--- src/hdl/closest_farthest_point_pair_assert.svh ---
// Assertion macros for the closest and farthest point pair RTL.
`ifndef CLOSEST_FARTHEST_POINT_PAIR_ASSERT_SVH
`define CLOSEST_FARTHEST_POINT_PAIR_ASSERT_SVH

// Checks that the consequent holds in the same cycle as the antecedent.
`define CFPP_ASSERT_SAME(label, clk, rst, ante, cons, msg) \
   label: assert property (@(posedge clk) disable iff (rst) (ante) |-> (cons)) \
      else $error(msg);

// Checks that the consequent holds in the cycle after the antecedent.
`define CFPP_ASSERT_NEXT(label, clk, rst, ante, cons, msg) \
   label: assert property (@(posedge clk) disable iff (rst) (ante) |=> (cons)) \
      else $error(msg);

`endif

--- src/hdl/cfpp_pkg.sv ---
// Package with the sizes and types of the closest and farthest point pair block.
package cfpp_pkg;

   localparam int MAX_POINTS = 16;
   localparam int COORD_BITS = 8;
   localparam int IDX_BITS   = $clog2(MAX_POINTS);
   localparam int CNT_BITS   = $clog2(MAX_POINTS + 1);
   localparam int SQ_BITS    = 2 * COORD_BITS;
   localparam int DIST_BITS  = 2 * COORD_BITS + 2;

   typedef struct packed {
      logic [COORD_BITS-1:0] x;
      logic [COORD_BITS-1:0] y;
      logic [COORD_BITS-1:0] z;
   } point_type;

   typedef struct packed {
      logic                valid;
      logic [IDX_BITS-1:0] first;
      logic [IDX_BITS-1:0] second;
   } pair_tag_type;

   typedef struct packed {
      logic [IDX_BITS-1:0]  first;
      logic [IDX_BITS-1:0]  second;
      logic [DIST_BITS-1:0] dist_sq;
   } pair_best_type;

endpackage

--- src/hdl/cfpp_point_store.sv ---
// Point memory with one write port and two registered read ports.
module cfpp_point_store (
   input  logic                          clock,
   input  logic                          wr_en,
   input  logic [cfpp_pkg::IDX_BITS-1:0] wr_addr,
   input  cfpp_pkg::point_type           wr_point,
   input  logic [cfpp_pkg::IDX_BITS-1:0] rd_addr_a,
   input  logic [cfpp_pkg::IDX_BITS-1:0] rd_addr_b,
   output cfpp_pkg::point_type           rd_point_a,
   output cfpp_pkg::point_type           rd_point_b
);
   import cfpp_pkg::*;

   point_type mem_ff [MAX_POINTS];
   point_type rd_a_ff;
   point_type rd_b_ff;

   always_ff @(posedge clock) begin
      if (wr_en) begin
         mem_ff[wr_addr] <= wr_point;
      end
      rd_a_ff <= mem_ff[rd_addr_a];
      rd_b_ff <= mem_ff[rd_addr_b];
   end

   assign rd_point_a = rd_a_ff;
   assign rd_point_b = rd_b_ff;

endmodule

--- src/hdl/cfpp_dist_unit.sv ---
// Shared two-stage unit that computes the squared distance of one point pair.
module cfpp_dist_unit (
   input  logic                           clock,
   input  logic                           reset,
   input  cfpp_pkg::point_type            point_a,
   input  cfpp_pkg::point_type            point_b,
   input  cfpp_pkg::pair_tag_type         tag_in,
   output logic [cfpp_pkg::DIST_BITS-1:0] dist_sq,
   output cfpp_pkg::pair_tag_type         tag_out,
   output logic                           pending
);
   import cfpp_pkg::*;

   function automatic logic [SQ_BITS-1:0] square_diff(input logic [COORD_BITS-1:0] a,
                                                      input logic [COORD_BITS-1:0] b);
      logic signed [COORD_BITS:0]     diff;
      logic signed [2*COORD_BITS+1:0] prod;
      diff = $signed({a[COORD_BITS-1], a}) - $signed({b[COORD_BITS-1], b});
      prod = diff * diff;
      return prod[SQ_BITS-1:0];
   endfunction

   logic [SQ_BITS-1:0]   sq_x_ff;
   logic [SQ_BITS-1:0]   sq_y_ff;
   logic [SQ_BITS-1:0]   sq_z_ff;
   logic [DIST_BITS-1:0] sum_ff;
   logic [DIST_BITS-1:0] sum_in;
   pair_tag_type         tag_s2_ff;
   pair_tag_type         tag_s3_ff;

   assign sum_in = DIST_BITS'(sq_x_ff) + DIST_BITS'(sq_y_ff) + DIST_BITS'(sq_z_ff);

   always_ff @(posedge clock) begin
      sq_x_ff <= square_diff(point_a.x, point_b.x);
      sq_y_ff <= square_diff(point_a.y, point_b.y);
      sq_z_ff <= square_diff(point_a.z, point_b.z);
      sum_ff  <= sum_in;
      if (reset) begin
         tag_s2_ff.valid <= 1'b0;
         tag_s3_ff.valid <= 1'b0;
      end else begin
         tag_s2_ff <= tag_in;
         tag_s3_ff <= tag_s2_ff;
      end
   end

   assign dist_sq = sum_ff;
   assign tag_out = tag_s3_ff;
   assign pending = tag_s2_ff.valid | tag_s3_ff.valid;

endmodule

--- src/hdl/cfpp_pair_track.sv ---
// Tracker that keeps the closest and farthest pair seen so far.
module cfpp_pair_track (
   input  logic                           clock,
   input  logic                           reset,
   input  logic                           clear,
   input  logic [cfpp_pkg::DIST_BITS-1:0] dist_sq,
   input  cfpp_pkg::pair_tag_type         tag,
   output cfpp_pkg::pair_best_type        near_best,
   output cfpp_pkg::pair_best_type        far_best
);
   import cfpp_pkg::*;

   logic          have_ff;
   pair_best_type near_ff;
   pair_best_type far_ff;

   always_ff @(posedge clock) begin
      if (reset || clear) begin
         have_ff <= 1'b0;
         near_ff <= '0;
         far_ff  <= '0;
      end else if (tag.valid) begin
         // A tie keeps the pair that was found first.
         if (!have_ff || (dist_sq < near_ff.dist_sq)) begin
            near_ff <= '{tag.first, tag.second, dist_sq};
         end
         if (!have_ff || (dist_sq > far_ff.dist_sq)) begin
            far_ff <= '{tag.first, tag.second, dist_sq};
         end
         have_ff <= 1'b1;
      end
   end

   assign near_best = near_ff;
   assign far_best  = far_ff;

endmodule

--- src/hdl/closest_farthest_point_pair.sv ---
// Top level of the closest and farthest point pair search.
//
// Each request loads one 3-D point into a 16-entry store when start is high
// and busy is low. Ordinary points are taken one per cycle and busy stays low.
// A request with req_last_point set ends the set: busy rises and a sequencer
// walks every pair (i<j) in load order, one pair per cycle, through the
// shared squared-distance unit and the best-pair tracker.
// The result follows once every pair has passed the registered store read, the
// distance unit and the tracker; when fewer than two points are held, no pair
// is walked.
// The result is shown for exactly one cycle with rsp_strobe high, and busy is
// already low in that cycle. The receiver cannot stall the result.
// Points that arrive while the store is full are discarded and rsp_dropped is
// set in the result of that set; a discarded last point still starts the
// search. Reset empties the set and returns the block to loading.
module closest_farthest_point_pair (
   input  logic                                   clock,
   input  logic                                   reset,
   input  logic                                   start,
   output logic                                   busy,
   input  logic signed [cfpp_pkg::COORD_BITS-1:0] req_coord_x,
   input  logic signed [cfpp_pkg::COORD_BITS-1:0] req_coord_y,
   input  logic signed [cfpp_pkg::COORD_BITS-1:0] req_coord_z,
   input  logic                                   req_last_point,
   output logic                                   rsp_strobe,
   output logic [cfpp_pkg::IDX_BITS-1:0]          rsp_near_first,
   output logic [cfpp_pkg::IDX_BITS-1:0]          rsp_near_second,
   output logic [cfpp_pkg::DIST_BITS-1:0]         rsp_near_dist_sq,
   output logic [cfpp_pkg::IDX_BITS-1:0]          rsp_far_first,
   output logic [cfpp_pkg::IDX_BITS-1:0]          rsp_far_second,
   output logic [cfpp_pkg::DIST_BITS-1:0]         rsp_far_dist_sq,
   output logic [cfpp_pkg::CNT_BITS-1:0]          rsp_points_held,
   output logic                                   rsp_too_few,
   output logic                                   rsp_dropped
);
   import cfpp_pkg::*;

   localparam logic [1:0] ST_LOAD   = 2'd0;
   localparam logic [1:0] ST_SEARCH = 2'd1;
   localparam logic [1:0] ST_DRAIN  = 2'd2;

   logic [1:0]           state_ff;
   logic [CNT_BITS-1:0]  count_ff;
   logic                 overflow_ff;
   logic [CNT_BITS-1:0]  held_ff;
   logic [IDX_BITS-1:0]  last_idx_ff;
   logic                 set_dropped_ff;
   logic [IDX_BITS-1:0]  i_ff;
   logic [IDX_BITS-1:0]  j_ff;
   pair_tag_type         tag_s1_ff;

   logic                 rsp_strobe_ff;
   pair_best_type        rsp_near_ff;
   pair_best_type        rsp_far_ff;
   logic [CNT_BITS-1:0]  rsp_held_ff;
   logic                 rsp_too_few_ff;
   logic                 rsp_dropped_ff;

   logic                 accept;
   logic                 full;
   logic [CNT_BITS-1:0]  held_in;
   point_type            wr_point;
   pair_tag_type         issue_tag;
   point_type            point_a;
   point_type            point_b;
   logic [DIST_BITS-1:0] dist_sq;
   pair_tag_type         dist_tag;
   logic                 dist_pending;
   pair_best_type        near_best;
   pair_best_type        far_best;

   logic                 pair_rsp;
   logic                 pair_ok;
   logic                 short_rsp;
   logic                 short_zero;

   assign busy      = (state_ff != ST_LOAD);
   assign accept    = start && !busy;
   assign full      = (count_ff == CNT_BITS'(MAX_POINTS));
   assign held_in   = full ? count_ff : count_ff + CNT_BITS'(1);
   assign wr_point  = '{x: req_coord_x, y: req_coord_y, z: req_coord_z};
   assign issue_tag = '{valid: (state_ff == ST_SEARCH), first: i_ff, second: j_ff};

   cfpp_point_store u_store (
      .clock      (clock),
      .wr_en      (accept && !full),
      .wr_addr    (count_ff[IDX_BITS-1:0]),
      .wr_point   (wr_point),
      .rd_addr_a  (i_ff),
      .rd_addr_b  (j_ff),
      .rd_point_a (point_a),
      .rd_point_b (point_b)
   );

   cfpp_dist_unit u_dist (
      .clock   (clock),
      .reset   (reset),
      .point_a (point_a),
      .point_b (point_b),
      .tag_in  (tag_s1_ff),
      .dist_sq (dist_sq),
      .tag_out (dist_tag),
      .pending (dist_pending)
   );

   cfpp_pair_track u_track (
      .clock     (clock),
      .reset     (reset),
      .clear     (accept && req_last_point),
      .dist_sq   (dist_sq),
      .tag       (dist_tag),
      .near_best (near_best),
      .far_best  (far_best)
   );

   always_ff @(posedge clock) begin
      if (reset) begin
         state_ff        <= ST_LOAD;
         count_ff        <= '0;
         overflow_ff     <= 1'b0;
         tag_s1_ff.valid <= 1'b0;
         rsp_strobe_ff   <= 1'b0;
      end else begin
         rsp_strobe_ff <= 1'b0;
         tag_s1_ff     <= issue_tag;
         case (state_ff)
            ST_LOAD: begin
               if (accept) begin
                  if (req_last_point) begin
                     held_ff        <= held_in;
                     last_idx_ff    <= IDX_BITS'(held_in - CNT_BITS'(1));
                     set_dropped_ff <= overflow_ff | full;
                     count_ff       <= '0;
                     overflow_ff    <= 1'b0;
                     i_ff           <= '0;
                     j_ff           <= IDX_BITS'(1);
                     state_ff       <= (held_in < CNT_BITS'(2)) ? ST_DRAIN : ST_SEARCH;
                  end else begin
                     count_ff    <= held_in;
                     overflow_ff <= overflow_ff | full;
                  end
               end
            end
            ST_SEARCH: begin
               if (j_ff == last_idx_ff) begin
                  if ((i_ff + IDX_BITS'(1)) == last_idx_ff) begin
                     state_ff <= ST_DRAIN;
                  end else begin
                     i_ff <= i_ff + IDX_BITS'(1);
                     j_ff <= i_ff + IDX_BITS'(2);
                  end
               end else begin
                  j_ff <= j_ff + IDX_BITS'(1);
               end
            end
            ST_DRAIN: begin
               if (!tag_s1_ff.valid && !dist_pending) begin
                  rsp_strobe_ff  <= 1'b1;
                  rsp_near_ff    <= near_best;
                  rsp_far_ff     <= far_best;
                  rsp_held_ff    <= held_ff;
                  rsp_too_few_ff <= (held_ff < CNT_BITS'(2));
                  rsp_dropped_ff <= set_dropped_ff;
                  state_ff       <= ST_LOAD;
               end
            end
            default: begin
               state_ff <= ST_LOAD;
            end
         endcase
      end
   end

   assign rsp_strobe       = rsp_strobe_ff;
   assign rsp_near_first   = rsp_near_ff.first;
   assign rsp_near_second  = rsp_near_ff.second;
   assign rsp_near_dist_sq = rsp_near_ff.dist_sq;
   assign rsp_far_first    = rsp_far_ff.first;
   assign rsp_far_second   = rsp_far_ff.second;
   assign rsp_far_dist_sq  = rsp_far_ff.dist_sq;
   assign rsp_points_held  = rsp_held_ff;
   assign rsp_too_few      = rsp_too_few_ff;
   assign rsp_dropped      = rsp_dropped_ff;

   assign pair_rsp   = rsp_strobe && !rsp_too_few;
   assign pair_ok    = (rsp_near_dist_sq <= rsp_far_dist_sq) &&
                       (rsp_near_first < rsp_near_second);
   assign short_rsp  = rsp_strobe && rsp_too_few;
   assign short_zero = (rsp_near_dist_sq == '0) && (rsp_far_dist_sq == '0);

`include "closest_farthest_point_pair_assert.svh"

   `CFPP_ASSERT_SAME(a_rsp_while_idle, clock, reset, rsp_strobe, !busy, "Result shown while busy.")
   `CFPP_ASSERT_NEXT(a_rsp_single, clock, reset, rsp_strobe, !rsp_strobe, "Result strobe repeated.")
   `CFPP_ASSERT_SAME(a_near_not_far, clock, reset, pair_rsp, pair_ok, "Closest pair is wrong.")
   `CFPP_ASSERT_SAME(a_too_few_zero, clock, reset, short_rsp, short_zero, "Short set has pairs.")

endmodule

--- config.mk ---
export PLATFORM = sky130hd
export DESIGN_NAME = closest_farthest_point_pair
export DESIGN_NICKNAME = d
export VERILOG_FILES = /design/src/hdl/cfpp_pkg.sv /design/src/hdl/cfpp_point_store.sv /design/src/hdl/cfpp_dist_unit.sv /design/src/hdl/cfpp_pair_track.sv /design/src/hdl/closest_farthest_point_pair.sv
export VERILOG_INCLUDE_DIRS = /design/src /design/src/hdl
export SDC_FILE = /design/constraint.sdc
export NUM_CORES = 1
export LEC_CHECK = 0
export ABC_AREA = 1
export BUFFER_PORTS_ARGS = -buffer_cell sky130_fd_sc_hd__buf_4
export CORE_ASPECT_RATIO = 2
export CORE_UTILIZATION = 50
export CTS_CLUSTER_SIZE = 14
export DETAILED_ROUTE_END_ITERATION = 8
export PLACE_DENSITY = 0.66
export SETUP_SLACK_MARGIN = 0.3
export SYNTH_ARGS = -nofsm -noshare
export SYNTH_HDL_FRONTEND = slang
export SYNTH_SLANG_ARGS = --single-unit
--- constraint.sdc ---
create_clock -name clock -period 15.9 [get_ports clock]
set_input_delay 0 -clock clock [delete_from_list [all_inputs] [get_ports clock]]
set_output_delay 0 -clock clock [all_outputs]
set_load 0.02 [all_outputs]
==> flow_summary_export.csv <==
group,metric,value,unit
hold_path,hold_path.class,"primary input to register",
floorplan,rows,142,
clock_tree,clk_path_buf_depth,3,
drt,vias_per_cell,5.58,
grt,grt_pass1_wl,149000,um
synthesis,synth_top_family_by_area,"compound AO/OA/AOI/OAI gates",
floorplan,die_w,196,um
layout,fillCellCount,6609,
setup_path,crit_arrival,6.64,ns
grt,grt_start_max_net_pins,206,
synthesis,syn_area_per_cell,9.46,um^2
place,hpwl,62700,um
timing,fin_setup_tns,0,ns
setup_path,cp.required,16.48,ns
clock_tree,cts.sinks,661,
place,port_buffers,88,
clock_tree,postCtsSetupRepairBufs,0,
layout,layoutNonFillerInstCount,5067,
setup_path,rr_worst_depth,22,
layout,finalNetCount,4393,
synthesis,synth_compound_area_frac,0.155,
synthesis,synth_most_common_cell,"inv_1",
timing,finClkSkew,0.0660,ns
hold_path,hold_path_depth,2,
floorplan,initial_core_util,0.504,
floorplan,dieHeight,390,um
clock_tree,cts.clk_slew.worst_paths,0.07,ns
run,maxCapViolCount,0,
clock_tree,worstSkewPairLatency,0.67,ns
timing,period_share,0.381,
drt,drt_pass1_iterations,5,
synthesis,synthMuxAreaShare,0,
clock_tree,cts_buffers,60,
timing,min_period,6.05,ns
synthesis,synth_edf_count,485,
synthesis,syn-num-nets,4376,
drt,num_vias,28300,
synthesis,synth_commonest_cells,"inv_1, nand2_1, edfxtp_1",
synthesis,synth_top_area_frac,0.386,
synthesis,yosys_warnings,0,
place,gp_congestion,0.887,
timing,grt_setup_unrepaired,"false",
timing,hold_viol_final,0,
timing,finalSetupViolCount,0,
synthesis,async_flop_share,0,
synthesis,yosysTopAreaCell,"edfxtp_1",
synthesis,synth-simple-area-share,0.108,
setup_path,critical_path.startpoint_type,"register",
floorplan,core,0.0748,mm^2
clock_tree,htreeDepth,2,
setup_path,worstPathMaxFanout,9,
synthesis,synth_xor_area_frac,0.0208,
timing,slew_violations,0,
setup_path,crit_type,"register to register",
hold_path,hold-path-endpoint,"u_store.mem_ff[7][1]$_DFFE_PP_",
synthesis,synth_cells,3989,
layout,area_delta_synth_final,9.53,%
layout,seq_area,0.0181,mm^2
setup_path,reg2reg_to,"u_dist.sq_z_ff[13]$_DFF_P_",
status,outcome,"finished, final reports clean",
drt,route.detailed.drc,0,
grt,grt_pass1_vias,28300,
synthesis,synth_area,0.0377,mm^2
clock_tree,cts_tree,"yes",
synthesis,yosysSeqAreaShare,0.480,
synthesis,ys.flop_type,"edfxtp_1",
synthesis,synth-seq-cells,661,
drt,ant_nets,0,
setup_path,r2r_start,"u_store.rd_point_a[0]$_DFF_P_",
synthesis,synth_cell_types,54,
setup_path,rrSetupSlack,9.85,ns
grt,antenna_found_initial,4,
synthesis,yosys-top-cells-area,"edfxtp_1, dfxtp_1, fa_1",
floorplan,die_area,0.0766,mm^2
hold_path,hp-start,"req_coord_z[1]",
timing,fmax,165,MHz
synthesis,synth_fa_ha_area_frac,0.152,
grt,grt-ovfl-total,0,
layout,multi_input_area,0.0166,mm^2
layout,postLayoutCoreUtil,0.552,
grt,grt_usage,0.252,
floorplan,boundaryPins,89,
drt,routed_wl,95700,um
layout,drive_above_1_share,0.0656,
drt,wl_per_cell,18.9,um
timing,relSlewSlack,0.114,
timing,worst_slew_pin_slew,1.33,ns
drt,initialDrtViolationCount,1936,
place,dp_cells,4925,
clock_tree,root_buffer,"clkbuf_16",
setup_path,end_kind,"register",
worst max-delay path, cell delays in order, from the launching register on:
cell	delay, ns
dfxtp_1	0.32
inv_1	0.04
ha_1	0.21
fa_1	0.40
xnor2_1	0.34
clkinv_1	0.35
nor2_1	0.29
inv_1	0.10
fa_1	0.51
fa_1	0.51
inv_1	0.06
fa_1	0.50
fa_1	0.49
inv_1	0.05
fa_1	0.50
inv_1	0.04
ha_1	0.34
a21oi_1	0.20
o21ai_0	0.15
a21oi_1	0.24
nor2_1	0.06
nor2_1	0.11
xor2_1	0.15
final cells by class:
cell class	instances	share of cell area
inverter	600	0.0546
antenna	3	0.000182
clock inverter	21	0.00430
tap	1008	0.0305
clock buffer	91	0.0419
timing repair buffer	150	0.0301
multi-input combinational	2533	0.401
sequential	661	0.438
registers in the layout (all words and copies together) (netlist names), 18 cells and up:
name and count:
rsp_far_dist_sq 18, rsp_near_dist_sq 18, u_dist.dist_sq 18, u_store.mem_ff 384
u_store.rd_point_a 24, u_store.rd_point_b 24, u_track.far_best 26, u_track.near_best 26
timing repair:
item | 4_1_cts | 5_1_grt
hold buffers | 27 | 0
gates resized for setup | 0 | 0
endpoints found under the hold margin | 412 | 0
logic make-up (layout without fill, tap and decap cells):
group	Yosys count	in the layout
buffers and inverters	795	862
adder cells (fa/ha/maj)	359	359
XOR/XNOR	88	88
flip-flops	661	661
other	0	3
AO/OA/AOI/OAI	1082	1082
AND/OR/NAND/NOR	1004	1004
through the flow:
| step | instance area [um^2] | hold WS [ns] | setup slack, ns |
|---|---|---|---|
| 6_report | 41300 | 0.169 | 9.85 |
| 5_1_grt | 41300 | 0.168 | 9.50 |
| 4_1_cts | 41300 | 0.140 | 9.84 |
| 3_5_place_dp | 39100 | 0.295 | 9.86 |
| 3_3_place_gp | 39100 | 0.284 | 10.00 |
| 2_1_floorplan | 37700 | 0.0989 | 10.39 |
cell usage in the layout, fill, tap and decap left out, drive strengths merged, types with 3 or more instances in the layout:
cell         synthesis  layout
o21ai              501     501
fa                 163     163
o21a                 4       4
xor2                57      57
o31ai                5       5
a31oi                4       4
dlygate4sd3          0      27
o221ai              81      81
nand4               12      12
a21oi              446     446
nor3                17      17
nor2               321     321
or2                  9       9
buf                103     123
nand2              523     523
clkbuf              92      91
dfxtp              176     176
xnor2               31      31
edfxtp             485     485
ha                 196     196
clkinv               4      20
diode                0       3
nand3              112     112
o22ai               16      16
a21o                12      12
nand3b               5       5
o21bai               3       3
inv                596     600
how the worst max path moves through the flow:
stage | cells past startpoint | endpoint | startpoint
2_1_floorplan | 28 | u_dist.sq_z_ff[13]$_DFF_P_ | u_store.rd_point_a[0]$_DFF_P_
6_report | 22 | u_dist.sq_z_ff[13]$_DFF_P_ | u_store.rd_point_a[0]$_DFF_P_
4_1_cts | 22 | u_dist.sq_z_ff[13]$_DFF_P_ | u_store.rd_point_a[0]$_DFF_P_
5_1_grt | 30 | u_dist.sq_z_ff[15]$_DFF_P_ | u_store.rd_point_a[0]$_DFF_P_
3_3_place_gp | 24 | u_dist.sq_z_ff[15]$_DFF_P_ | u_store.rd_point_a[0]$_DFF_P_
3_5_place_dp | 22 | u_dist.sq_z_ff[13]$_DFF_P_ | u_store.rd_point_a[0]$_DFF_P_
layer usage:
metal	vias up	share of wire	GRT usage
li1	13400	-	-
met1	13600	0.35	0.255
met2	938	0.53	0.476
met3	299	0.050	0.0304
met4	2	0.071	0.172
met5	-	0.00014	0
Power is not shown: default switching activity piles up to over one toggle a cycle in this logic, so the estimate is an artifact.
